===== config.mk =====
export PLATFORM = sky130hd
export DESIGN_NAME = fft_ctrl
export DESIGN_NICKNAME = d
export VERILOG_FILES = /design/src/sv/fft_pkg.sv /design/src/sv/fft_ctrl.sv
export SDC_FILE = /design/constraint.sdc
export NUM_CORES = 1
export LEC_CHECK = 0
export BUFFER_PORTS_ARGS = -buffer_cell sky130_fd_sc_hd__buf_2
export CAP_MARGIN = 10
export CORE_MARGIN = 3
export CORE_UTILIZATION = 60
export CTS_CLUSTER_SIZE = 8
export DETAILED_ROUTE_END_ITERATION = 6
export PLACE_DENSITY = 0.82
export REMOVE_ABC_BUFFERS = 1
export SYNTH_ARGS = -nofsm -noshare
export SYNTH_HDL_FRONTEND = slang
export SYNTH_SLANG_ARGS = --single-unit

===== constraint.sdc =====
create_clock -name aclk -period 6.4 [get_ports aclk]
set_input_delay 1.28 -clock aclk [delete_from_list [all_inputs] [get_ports aclk]]
set_output_delay 1.28 -clock aclk [all_outputs]
set_load 0.05 [all_outputs]

===== src/sv/fft_pkg.sv =====
package fft_pkg;

    localparam int MAX_LOG2_DEF      = 6;
    localparam int SAMPLE_WIDTH_DEF  = 16;
    localparam int TWIDDLE_WIDTH_DEF = 16;
    localparam int BIN_INDEX_WIDTH   = 6;
    localparam int LOG2_CFG_WIDTH    = 3;
    localparam int CFG_INDEX_WIDTH   = 1;

    localparam logic [CFG_INDEX_WIDTH-1:0] REG_INVERSE_MODE = 1'd0;
    localparam logic [CFG_INDEX_WIDTH-1:0] REG_LOG2_POINTS  = 1'd1;

    localparam logic [LOG2_CFG_WIDTH-1:0] LOG2_RESET = 3'd6;

    // Angle scale: 2*pi in Q30.
    localparam longint TWO_PI_Q30 = 64'sd6746518852;

    // Command word from the controller to the datapath.
    typedef struct packed {
        logic        load_wr;      // write an input sample
        logic        bf_rd;        // read a butterfly pair
        logic        bf_wr;        // write a butterfly result
        logic        out_rd;       // read a bin for output
        logic        out_wr;       // present the read bin on the output
        logic        j_zero;       // butterfly twiddle index is zero
        logic        inv;          // inverse transform
        logic        last;         // final bin
        logic        clr_sat;      // clear saturation flag
    } fft_cmd_t;

    // Truncated Taylor series, Q30, for 0 <= x <= pi/4.
    // Terms stay non-negative, so each step divides by a fixed factorial ratio.
    function automatic longint series(input longint x, input bit want_sin);
        longint x2;
        longint term;
        longint sum;
        x2 = (x * x) >>> 30;
        term = want_sin ? x : (64'sd1 <<< 30);
        sum = term;
        for (int i = 1; i <= 6; i++) begin
            term = (term * x2) >>> 30;
            case (i)
                1: term = want_sin ? term / 6   : term / 2;
                2: term = want_sin ? term / 20  : term / 12;
                3: term = want_sin ? term / 42  : term / 30;
                4: term = want_sin ? term / 72  : term / 56;
                5: term = want_sin ? term / 110 : term / 90;
                6: term = want_sin ? term / 156 : term / 132;
                default: ;
            endcase
            sum = ((i & 1) != 0) ? sum - term : sum + term;
        end
        if (sum < 0) sum = 0;
        return sum;
    endfunction

    function automatic longint to_rom(input longint q30, input int frac);
        longint v;
        longint mx;
        v = (q30 + (64'sd1 <<< (29 - frac))) >>> (30 - frac);
        mx = (64'sd1 <<< frac) - 1;
        return (v > mx) ? mx : v;
    endfunction

    // cos (want_sin = 0) or sin of 2*pi*k/2^lg_nm in Q1.frac
    function automatic longint twiddle(input longint k, input int lg_nm, input int frac,
                                       input bit want_sin);
        longint nm;
        longint q;
        bit     quad;
        longint cq;
        longint sq;
        longint x;
        nm = 64'sd1 <<< lg_nm;
        q = k;
        quad = 1'b0;
        if (4 * q > nm) begin
            q = q - (nm >>> 2);
            quad = 1'b1;
        end
        if (8 * q <= nm) begin
            x = (TWO_PI_Q30 * q) >>> lg_nm;
            cq = to_rom(series(x, 1'b0), frac);
            sq = to_rom(series(x, 1'b1), frac);
        end else begin
            x = (TWO_PI_Q30 * ((nm >>> 2) - q)) >>> lg_nm;
            cq = to_rom(series(x, 1'b1), frac);
            sq = to_rom(series(x, 1'b0), frac);
        end
        if (quad) return want_sin ? cq : -sq;
        return want_sin ? sq : cq;
    endfunction

endpackage


===== src/sv/fft_ctrl.sv =====
module fft_ctrl #(
    parameter int MAX_LOG2 = fft_pkg::MAX_LOG2_DEF,
    localparam int AW = MAX_LOG2,
    localparam int LW = $clog2(MAX_LOG2 + 1),
    localparam int BIN_W = fft_pkg::BIN_INDEX_WIDTH
) (
    input  logic                               aclk,
    input  logic                               aresetn,
    input  logic                               s_valid,
    output logic                               s_ready,
    input  logic                               cfg_inv,
    input  logic [fft_pkg::LOG2_CFG_WIDTH-1:0] cfg_log2,
    input  logic                               out_busy,   // output slot full, not taken
    output fft_pkg::fft_cmd_t                  cmd,
    output logic [AW-1:0]                      addr_a,
    output logic [AW-1:0]                      addr_b,
    output logic [AW-1:0]                      tw_idx,
    output logic [LW-1:0]                      shift_lg,
    output logic [BIN_W-1:0]                   bin_idx
);

    typedef enum logic [2:0] {LOAD, BF_A, BF_B, BF_W1, BF_W2, OUT_RD, OUT_WAIT} state_t;

    state_t          state_reg;
    logic [AW:0]     cnt_reg;      // load count / bin counter
    logic [LW-1:0]   lg_reg;
    logic [LW-1:0]   st_reg;       // stage
    logic [AW-1:0]   j_reg;
    logic [AW-1:0]   i_reg;
    logic            inv_reg;
    logic            seen_reg;     // first sample of load taken

    logic [LW-1:0]   lg_eff;
    logic [AW:0]     n_eff;
    logic [AW-1:0]   le;
    logic [AW-1:0]   slot;
    logic [AW:0]     i_nxt;
    logic [AW:0]     j_nxt;
    logic [AW-1:0]   rev;
    logic            s_fire;

    always_comb begin
        if (cfg_log2 == '0) lg_eff = LW'(1);
        else if (32'(cfg_log2) > MAX_LOG2) lg_eff = LW'(MAX_LOG2);
        else lg_eff = LW'(cfg_log2);
    end

    assign n_eff  = (AW+1)'(1) << lg_eff;
    assign le     = AW'(((AW+1)'(1) << lg_reg) >> (st_reg + LW'(1)));
    assign slot   = cnt_reg[AW-1:0];
    assign s_ready = (state_reg == LOAD);
    assign s_fire  = s_valid && s_ready;
    assign i_nxt   = (AW+1)'(i_reg) + (AW+1)'({le, 1'b0});
    assign j_nxt   = (AW+1)'(j_reg) + (AW+1)'(1);

    always_comb begin
        rev = '0;
        for (int b = 0; b < AW; b++) begin
            if (LW'(b) < lg_reg) rev[32'(lg_reg) - 1 - b] = cnt_reg[b];
        end
    end

    always_comb begin
        cmd = '0;
        cmd.inv     = inv_reg;
        cmd.j_zero  = (j_reg == '0);
        cmd.load_wr = s_fire;
        cmd.clr_sat = s_fire && !seen_reg;
        cmd.bf_rd   = (state_reg == BF_A);
        cmd.bf_wr   = (state_reg == BF_W2);
        cmd.out_rd  = (state_reg == OUT_RD);
        cmd.out_wr  = (state_reg == OUT_WAIT) && !out_busy;
        cmd.last    = (cnt_reg[AW-1:0] == AW'(((AW+1)'(1) << lg_reg) - 1)) ;
        addr_a = (state_reg == LOAD) ? slot : i_reg;
        addr_b = (state_reg == OUT_RD || state_reg == OUT_WAIT) ? rev : i_reg + le;
        tw_idx = AW'(j_reg << (AW'(MAX_LOG2) - AW'(lg_reg) + AW'(st_reg)));
        shift_lg = lg_reg;
        bin_idx = BIN_W'(cnt_reg);
    end

    always_ff @(posedge aclk) begin
        if (!aresetn) begin
            state_reg <= LOAD;
            cnt_reg   <= '0;
            lg_reg    <= LW'(1);
            st_reg    <= '0;
            j_reg     <= '0;
            i_reg     <= '0;
            inv_reg   <= 1'b0;
            seen_reg  <= 1'b0;
        end else begin
            case (state_reg)
                LOAD: begin
                    if (s_fire) begin
                        seen_reg <= 1'b1;
                        if ((AW+1)'(slot) + (AW+1)'(1) >= n_eff) begin
                            state_reg <= BF_A;
                            lg_reg    <= lg_eff;
                            inv_reg   <= cfg_inv;
                            st_reg    <= '0;
                            j_reg     <= '0;
                            i_reg     <= '0;
                            cnt_reg   <= '0;
                        end else begin
                            cnt_reg <= (AW+1)'(slot) + (AW+1)'(1);
                        end
                    end
                end
                BF_A:  state_reg <= BF_B;
                BF_B:  state_reg <= BF_W1;
                BF_W1: state_reg <= BF_W2;
                BF_W2: begin
                    if (i_nxt < ((AW+1)'(1) << lg_reg)) begin
                        i_reg <= i_nxt[AW-1:0];
                        state_reg <= BF_A;
                    end else if (j_nxt < (AW+1)'(le)) begin
                        j_reg <= j_nxt[AW-1:0];
                        i_reg <= j_nxt[AW-1:0];
                        state_reg <= BF_A;
                    end else if (st_reg + LW'(1) < lg_reg) begin
                        st_reg <= st_reg + LW'(1);
                        j_reg <= '0;
                        i_reg <= '0;
                        state_reg <= BF_A;
                    end else begin
                        state_reg <= OUT_RD;
                    end
                end
                OUT_RD: state_reg <= OUT_WAIT;
                OUT_WAIT: begin
                    if (!out_busy) begin
                        if (cmd.last) begin
                            state_reg <= LOAD;
                            cnt_reg   <= '0;
                            seen_reg  <= 1'b0;
                        end else begin
                            cnt_reg   <= cnt_reg + (AW+1)'(1);
                            state_reg <= OUT_RD;
                        end
                    end
                end
                default: state_reg <= LOAD;
            endcase
        end
    end

`ifndef SYNTHESIS
    a_no_load_busy: assert property (@(posedge aclk) disable iff (!aresetn)
        (state_reg != LOAD) |-> !s_ready) else $error("ready outside load");
    a_lg_range: assert property (@(posedge aclk) disable iff (!aresetn)
        (lg_reg >= LW'(1)) && (32'(lg_reg) <= MAX_LOG2)) else $error("bad length");
    a_st_range: assert property (@(posedge aclk) disable iff (!aresetn)
        (state_reg != LOAD) |-> (st_reg < lg_reg)) else $error("stage overrun");
`endif

endmodule


# After elaboration in Yosys (flattened, before gate mapping)
# Cells that the tools add are included.
# totals
reg_bits,30
input_bits,8
output_inout_bits,37
word_cells,150
# op_classes
n_addsub,15
magnitude_cmp,23
n_eq_ne,16
n_shift,5
n_mux,58
bitwise,1
n_reduce_logical,24
# ops
op,n
">= comparator 32 x 1 -> 1 bit, second input constant",6
"less-than comparator 32 x 4 -> 1 bit, second input constant",6
2-to-1 mux 6 bit,14
"subtractor 32 x 2 -> 32 bit, second input constant",2
2-to-1 mux 3 bit,14
"subtractor 32 x 1 -> 32 bit, second input constant",1
"subtractor 32 x 3 -> 32 bit, second input constant",1
bitwise mux 6 bit,5
2-to-1 mux 7 bit,4
one-hot mux 6 bit (2 select lines),2
one-hot mux 3 bit (7 select lines),1
demux 1 bit (select 3 bit),6
"adder 6 x 1 -> 7 bit, second input constant",2
one-hot mux 7 bit (2 select lines),1
"left shift 1 x 3 -> 7 bit, first input constant",2
"== test 3 bit, second input constant",3
logical AND 1 bit,9
2-to-1 mux 1 bit,9
AND reduction 3 bit,3
"inequality test 2 bit, second input constant",4
AND reduction 4 bit,2
adder 6 x 7 -> 7 bit,1
"adder 7 x 1 -> 7 bit, second input constant",1
>= comparator 7 bit,1
33 further kinds,42

# Logic depth before layout (Yosys ltp)
# Gate-level depths: netlist of run 1.
# logic_depth
ltp_word,18
depth_mapped,23
depth_no_buf,20

# Least setup slack after synthesis of run 1
# OpenSTA, ideal clock, no wires.
# synth_timing
kind,register to output
startpoint,"register lg_reg[1], in the netlist shift_lg[1]"
endpoint,output addr_b[0]
t_arrival_ns,4.494
required_time_ns,5.120
setup_slack_ns,0.626
path_stages_with_launch,15
n_path_buf,3
path_cell_list,dfxtp_1 clkbuf_1 clkbuf_1 inv_1 ha_1 xnor2_1 clkbuf_1 nand3_1 ha_1 nor4bb_1 o211a_1 nand3_1 a32oi_1 a22oi_1 a21oi_1
# synth_via
elab_chain_cells,18
word_cells_on_any_way,58
classes_between,7 x add/sub; 18 x order compare; 2 x shift; 24 x mux; 1 x bitwise; 6 x reduce/logical
# synth_rtl
element,line,text
start: declaration,fft_ctrl.sv:26,logic [LW-1:0] lg_reg;
start signal: assignment,fft_ctrl.sv:98,lg_reg <= lg_eff;
branches (longest 17 deep; another with subtractor 32 x 1 -> 32 bit),-,
2-to-1 mux 6 bit (*),fft_ctrl.sv:75,addr_b = (state_reg == OUT_RD || state_reg == OUT_WAIT) ? rev : i_reg + le;
end: declaration,fft_ctrl.sv:16,"output logic [AW-1:0] addr_b,"
# Every way passes the cells marked *.

# Final worst setup path of run 1
# Ends and elaborated chain as after synthesis.

==> results.cfg, run 1 <==
[drt]
dr.pass1.iters = 5
drt_iter0_drc = 292
totalWireLength_microns = 10990
vias = 4132
wl_per_cell_microns = 17.75
routed_via_density = 6.675
ant_nets = 0
drc = 0

[floorplan]
io_pins = 45
dieArea_sq_um = 7481
core_sq_um = 6096
initial_utilization_pct = 63.77
die_h_microns = 86.50
dieWidth_microns = 86.50
rows = 28

[synth]
yosys.area.top_type = ha_1
synthArstFlopShare_pct = 0
ys_warn_count = 0
avgSynthCellArea_sq_um = 7.447
syn_area_sq_um = 3887
synthCells = 522
synth-seq-area-share_pct = 14.93
yosysTopAreaCellShare_pct = 15.77
synthFlopType = dfxtp_1
synth-seq-cells = 29
synth_cell_types = 75
yosys-top-cells-area = ha_1 (16%), dfxtp_1 (15%), a21oi_1 (5.0%)
synth_edf_count = 0

[sta]
tightest_slew_ns = 0.7192
holdWs_ns = 0.4945
clock_skew_ns = 0.02204
setup_violations = 0
period_share_pct = 85.79
max_freq_ghz = 0.1821
period_minus_slack_ns = 5.490
setup_tns_ns = 0
maxSlewHeadroom_pct = 51.99
hold_violations = 0
slew_viol_final = 0
grt_setup_unrepaired = false

[place]
port_buffers = 44
gp_congestion = 0.9717
hpwl_microns = 8184

[hold_path]
min_path_type = reg2reg
hold_depth = 2
hold_end = seen_reg
worstHoldStart = seen_reg

[clock_tree]
cts.sinks = 29
cts_root_buf = clkbuf_8
clk_latency_ns = 0.30
cts.repair.resized = 0
clockBufferDepth = 2
cts_max_level = 2
ctsHoldBuffers = 0
cts_setup_buffers = 0
clk_pin_slew_ns = 0.06
tritoncts = done
cts_buffers = 5

[setup_path]
crit_type = reg2out
ff2ff_setup_slack_ns = 1.34
endpoint_kind = output pin
r2r-start = shift_lg[1]
required_ns = 5.12
r2r_cells = 17
cp.arrival_ns = 4.21
critPathLaunchType = flop
crit_path_max_fanout = 20
crit_start = shift_lg[1]
rr_endpoint = st_reg[0]

[power_and_ir_drop]
powerDensity_nw_per_um2 = 344.6
peakVddDrop_uv = 402.5
p_leak_nw = 1.886

[grt]
grt_overflow_total = 0
grt_pass1_wl_microns = 18220
grt_usage_pct = 29.88
grt_pass1_vias = 3845
antenna_found_initial = 0
grt_max_degree = 30

[layout]
final_cell_mix = nand2_1 (49), ha_1 (49), buf_2 (44)
layout-drive-gt1-share_pct = 14.15
diodes = 0
final_util_pct = 68.80
fin_nets = 603
syn2layout_area_growth_pct = 7.885

[status]
status = complete, no violations

[run]
maxCapViolCount = 0
==> cells in the mapped netlist, drive strengths merged, types with 4 or more instances <==
cell     n
a211oi   9
a21o    13
a21oi   39
a22oi    4
a31oi   15
and2     4
and3     6
buf      6
clkbuf  29
dfxtp   29
ha      49
inv     29
mux2     7
mux2i    8
nand2   49
nand2b   5
nand3   30
nand3b   6
nor2    37
nor2b    5
nor3     7
o21ai   32
o22ai    5
xnor2   15
xor2    11
==> cell families after synthesis <==
kind of cell | synth area share, %
DFF | 14.93
buffers and inverters | 6.662
other | 0.09646
AOI/OAI and AO/OA | 25.75
and+or+nand+nor | 23.56
adders and majority gates | 17.32
xor gates and xnor gates | 5.858
muxes | 5.826
==> per-stage QoR <==
step                instance area, sq um  instances  worst slack [ns]   power, W
finish                              4194        619            0.9096   0.001445
detailed placement                  4093        611             1.314   0.001242
global route                        4194        619            0.6683   0.001544
floorplan                           3741        487            0.4392  0.0009933
global placement                    4093        611             1.548   0.001217
CTS                                 4194        619            0.9878   0.001424
==> worst max-delay path: stages, from the launching register on <==
cell and delay, ns:
dfxtp_1 0.78, inv_1 0.28, ha_1 0.69, nand2_1 0.15, ha_1 0.31, nor4bb_1 0.57
o211a_1 0.30, nand3_1 0.12, a32oi_1 0.21, a22oi_1 0.09, a21oi_1 0.15, buf_2 0.27
==> area by class of cell <==
class                           instances  area (sq um)
Fill cell                             533          1902
Sequential cell                        29         580.6
Inverter                               30         112.6
Timing Repair Buffer                   49         257.7
Clock buffer                            7         96.34
Clock inverter                          1         5.005
Multi-Input combinational cell        428          3048
Tap cell                               75         93.84
==> how the worst max path moves through the flow <==
| stage | endpoint | slack, ns | depth (start not counted) |
|---|---|---|---|
| finish | addr_b[0] | 0.91 | 11 |
| global route | addr_b[3] | 0.67 | 13 |
| CTS | addr_b[0] | 0.99 | 11 |
| detailed placement | addr_b[0] | 1.31 | 11 |
| global placement | addr_b[3] | 1.55 | 11 |
| floorplan | addr_b[0] | 0.44 | 11 |
==> where the power goes <==
part	internal [W]	switching (W)	total [W]
registers	0.000204	0.0000561	0.000260
clock network	0.0000972	0.0000776	0.000175
logic	0.000314	0.000696	0.00101
==> layer usage <==
layer	track usage, %	wire [microns]	part of all wire, %	vias up
met5	0	0	0	-
met4	8.782	248	2.3	0
met3	4.373	1121	10	25
met2	48.47	4984	45	230
met1	41.11	4635	42	1928
li1	-	-	-	1949
Power figures use the tool's default switching activity.
==> inputs of run 2 (changes only) <==
Settings changed: CORE_MARGIN 3 to not set, PLACE_DENSITY 0.82 to not set, PLACE_DENSITY_LB_ADDON set to 0.1.
==> run 2 against run 1 <==
  * Non-clock buffer count is 1 higher
  * Die area is 9.0% lower
  * Combinational power hardly changed
  * Core utilization is 0.12 points higher
  * Final cell count is 0.16% higher
==> results.cfg, run 2 (same netlist as run 1, synthesis figures left out) <==
[status]
status = complete, no violations

[sta]
setup_violations = 0
maxSlewHeadroom_pct = 53.80
grt_setup_unrepaired = false
period_minus_slack_ns = 5.165
max_freq_ghz = 0.1936
tightest_slew_ns = 0.6929
holdWs_ns = 0.4728
period_share_pct = 80.71
setup_tns_ns = 0
hold_violations = 0
clock_skew_ns = 0.01065
slew_viol_final = 0

[drt]
drt_iter0_drc = 353
ant_nets = 0
drc = 0
dr.pass1.iters = 5
totalWireLength_microns = 11140
wl_per_cell_microns = 17.96
routed_via_density = 6.603
vias = 4094

[grt]
grt_usage_pct = 33.85
grt_pass1_vias = 3596
grt_overflow_total = 0
grt_max_degree = 30
grt_pass1_wl_microns = 17460
antenna_found_initial = 0

[run]
maxCapViolCount = 0

[layout]
fillCellCount = 537
fin_nets = 604
final_util_pct = 68.92
layout-drive-gt1-share_pct = 14.31
syn2layout_area_growth_pct = 8.079
diodes = 0
final_cell_mix = nand2_1 (49), ha_1 (49), buf_2 (44)

[power_and_ir_drop]
cellInternalPower_w = 0.0006141
pwr-share-clk_pct = 11.9
p_switching_w = 0.0008181
finalPower_w = 0.001432
seqPwrFrac_pct = 17.9
powerDensity_nw_per_um2 = 340.9
peakVddDrop_uv = 302.4
p_leak_nw = 1.892
switching_share_pct = 57.12
combPwrFrac_pct = 70.2

[clock_tree]
cts_setup_buffers = 0
clockBufferDepth = 2
clk_latency_ns = 0.29
cts_max_level = 2
cts.repair.resized = 0
tritoncts = done
clk_pin_slew_ns = 0.06
ctsHoldBuffers = 0
cts_buffers = 5
cts.sinks = 29
cts_root_buf = clkbuf_8

[setup_path]
crit_type = reg2out
endpoint_kind = output pin
crit_path_max_fanout = 29
required_ns = 5.12
critPathLaunchType = flop
cp.arrival_ns = 3.89

[floorplan]
dieArea_sq_um = 6805
initial_utilization_pct = 63.77
core_sq_um = 6096
die_h_microns = 82.50
io_pins = 45
dieWidth_microns = 82.50
rows = 28

[place]
hpwl_microns = 8265
port_buffers = 44
gp_congestion = 0.9236

[hold_path]
min_path_type = reg2reg
run 2: worst paths after layout:
| path | from | endpoint | slack [ns] | depth (start not counted) |
|---|---|---|---|---|
| setup / recovery | shift_lg[0] | addr_b[0] | 1.23 | 12 |
| hold / removal | seen_reg | seen_reg | 0.47 | 2 |
| setup reg to reg | st_reg[0] | j_reg[3] | 1.52 | 18 |
| hold reg to reg | seen_reg | seen_reg | 0.47 | 2 |
run 2: area by class of cell:
class	count	area (sq um)	area share, %
inverters	30	112.6	2.680
multi-input cells	428	3048	72.54
repair buffers	50	265.3	6.313
clock buffers	7	96.34	2.293
well taps	75	93.84	2.233
flip-flops and latches	29	580.6	13.82
clock inverters	1	5.005	0.1191
run 2: power groups by stage:
stage               logic (W)  clock network (W)  registers [W]
floorplan            0.000705                  0       0.000288
global placement     0.000964                  0       0.000256
detailed placement   0.000977                  0       0.000258
CTS                  0.000989           0.000173       0.000254
global route          0.00108           0.000181       0.000261
finish                0.00101           0.000171       0.000256
run 2: per-stage QoR:
step | instances | instance area [sq um] | setup slack (ns)
after floorplan | 487 | 3741 | 0.4392
after global placement | 612 | 4100 | 1.728
after detailed placement | 612 | 4100 | 1.644
after CTS | 620 | 4202 | 1.317
after global routing | 620 | 4202 | 0.9401
final | 620 | 4202 | 1.235
run 2: routing by layer:
layer  vias to the layer above  global-route usage (%)  share of wire (%)
met5                         -                       0                  0
li1                       1962                       -                  -
met1                      1897                   45.76                 44
met4                         0                   12.59                2.5
met3                        30                   6.154                8.9
met2                       205                   53.47                 45
run 2: critical path, cell delays in order, from the launching register on:
cell and delay (ns):
dfxtp_1 0.31, buf_4 0.29, inv_1 0.21, ha_1 0.65, nand3_1 0.14, ha_1 0.31, nor4bb_1 0.55, o211a_1 0.30
nand3_1 0.12, a32oi_1 0.22, a22oi_1 0.08, a21oi_1 0.15, buf_2 0.27
==> inputs of run 3 (changes only) <==
Settings changed: CORE_UTILIZATION 60 to 55.
Clock period 6.4 ns to 4.54 ns, I/O delays scaled along.
==> run 3 against run 2 <==
  * Sequential cell count did not move
  * Worst hold slack improved by 0.0013 ns
  * Core utilization fell by 4.7 points
  * Critical path depth rose by 2
  * Total power rose by 46%
  * Sequential power rose by 43%
  * Die area rose by 8.9%
  * Global-route usage fell by 3.2 points
  * Count of clock-buffer cells in the layout fell by 2
  * Design area rose by 3.8%
  * Critical endpoint is now addr_b[3]
  * Register-to-register slack got worse by 1.2 ns
  * First-iteration DRC count fell by 4.0%
==> results.cfg, run 3 (same netlist as run 1, synthesis figures left out) <==
[clock_tree]
clk_latency_ns = 0.30
cts.sinks = 29
cts_root_buf = clkbuf_8
cts_buffers = 5
tritoncts = done
clk_pin_slew_ns = 0.07
ctsHoldBuffers = 0
clockBufferDepth = 2
cts_max_level = 2

[place]
pre_cts_ws_ns = 0.01290
dpl_cell_area_sq_um = 4217
dpl.cell_count = 645
hpwl_microns = 8476
port_buffers = 44
gp_congestion = 0.9215

[run]
maxCapViolCount = 0

[layout]
final_util_pct = 64.22
final_cell_mix = nand2_1 (49), ha_1 (48), buf_2 (43)
layout-drive-gt1-share_pct = 17.71
fin_nets = 618
diodes = 0
syn2layout_area_growth_pct = 12.23
final_cell_area_sq_um = 4363
stdcell_count = 655
layout_commonest_cell = nand2_1

[setup_path]
r2r-start = st_reg[1]
crit_path_max_fanout = 8
critPathLaunchType = flop
required_ns = 3.63
crit_type = reg2out
cp.arrival_ns = 3.44
endpoint_kind = output pin
crit_start = shift_lg[0]

[grt]
grt_usage_pct = 30.68
antenna_found_initial = 0
grt_pass1_wl_microns = 18000
grt_max_degree = 26
grt_pass1_vias = 3575
grt_overflow_total = 0

[sta]
period_share_pct = 95.85
maxSlewHeadroom_pct = 52.57
tightest_slew_ns = 0.7025
clock_skew_ns = 0.01199
period_minus_slack_ns = 4.351
timing.final.ws_setup_ns = 0.1885
hold_violations = 0
slew_viol_final = 0
setup_violations = 0
max_freq_ghz = 0.2298

[hold_path]
min_path_type = reg2reg
worstHoldStart = seen_reg

[drt]
routed_via_density = 6.279
drc = 0
wl_per_cell_microns = 17.03
dr.pass1.iters = 5
ant_nets = 0
totalWireLength_microns = 11150
drt_iter0_drc = 339
vias = 4113

[floorplan]
dieArea_sq_um = 7408
io_pins = 45
die_h_microns = 86.07
dieWidth_microns = 86.07
rows = 30
initial_utilization_pct = 57.22
core_sq_um = 6794

[power_and_ir_drop]
finalPower_w = 0.002095
p_leak_nw = 1.949
powerDensity_nw_per_um2 = 480.2
peakVddDrop_uv = 478.6

[status]
status = complete, no violations
==> run 3: cell count changes in the layout (fill, tap and decap cells not counted), sizes merged <==
cell / previous run / this run
clkinvlp: 0 / 3
clkinv: 2 / 1
clkbuf: 7 / 5
buf: 50 / 64
==> run 3: final cells by class <==
| class | count | area (sq um) |
|---|---|---|
| Timing Repair Buffer | 64 | 372.9 |
| Fill cell | 632 | 2431 |
| Inverter | 30 | 112.6 |
| Tap cell | 96 | 120.1 |
| Clock inverter | 3 | 22.52 |
| Clock buffer | 5 | 68.82 |
| Sequential cell | 29 | 583.1 |
| Multi-Input combinational cell | 428 | 3083 |
==> run 3: per-stage QoR <==
stage | hold WS (ns) | TNS (ns)
global placement | 0.4567 | 0
finish | 0.4741 | 0
global route | 0.5030 | -0.02470
CTS | 0.4772 | 0
floorplan | 0.4487 | -8.968
detailed placement | 0.4670 | 0
==> run 3: repair_timing <==
item	in CTS	in global routing
buffers inserted	0	2
gates resized for setup	1	8
pin swaps	0	1
endpoints found under the setup margin	1	17
==> run 3: worst paths after layout <==
check,endpoint,slack [ns],cells past startpoint
max,addr_b[3],0.19,14
max reg2reg,j_reg[3],0.30,13
min,seen_reg,0.47,2
min reg2reg,seen_reg,0.47,2
==> run 3: worst max-delay path, stage by stage, from the launching register on <==
cell and delay [ns]:
dfxtp_2 0.37, inv_1 0.06, buf_4 0.16, ha_1 0.29, xnor2_1 0.16, buf_4 0.17, nand3b_1 0.11, ha_1 0.32
nor4bb_2 0.33, nand3_1 0.20, or3_1 0.35, o2111a_1 0.18, a31oi_1 0.15, a21oi_1 0.08, buf_2 0.21
==> run 3: layer usage <==
layer	wire length, microns	global-route usage (%)	vias up
met5	0	0	-
met4	223	7.727	0
met3	814	4.042	27
met2	4813	47.26	194
met1	5301	44.89	1911
li1	-	-	1981
==> run 3: power breakdown <==
group          switching, W  internal, W
Sequential        0.0000771     0.000289
Combinational      0.000996     0.000499
Clock              0.000127     0.000108
Total               0.00120     0.000895
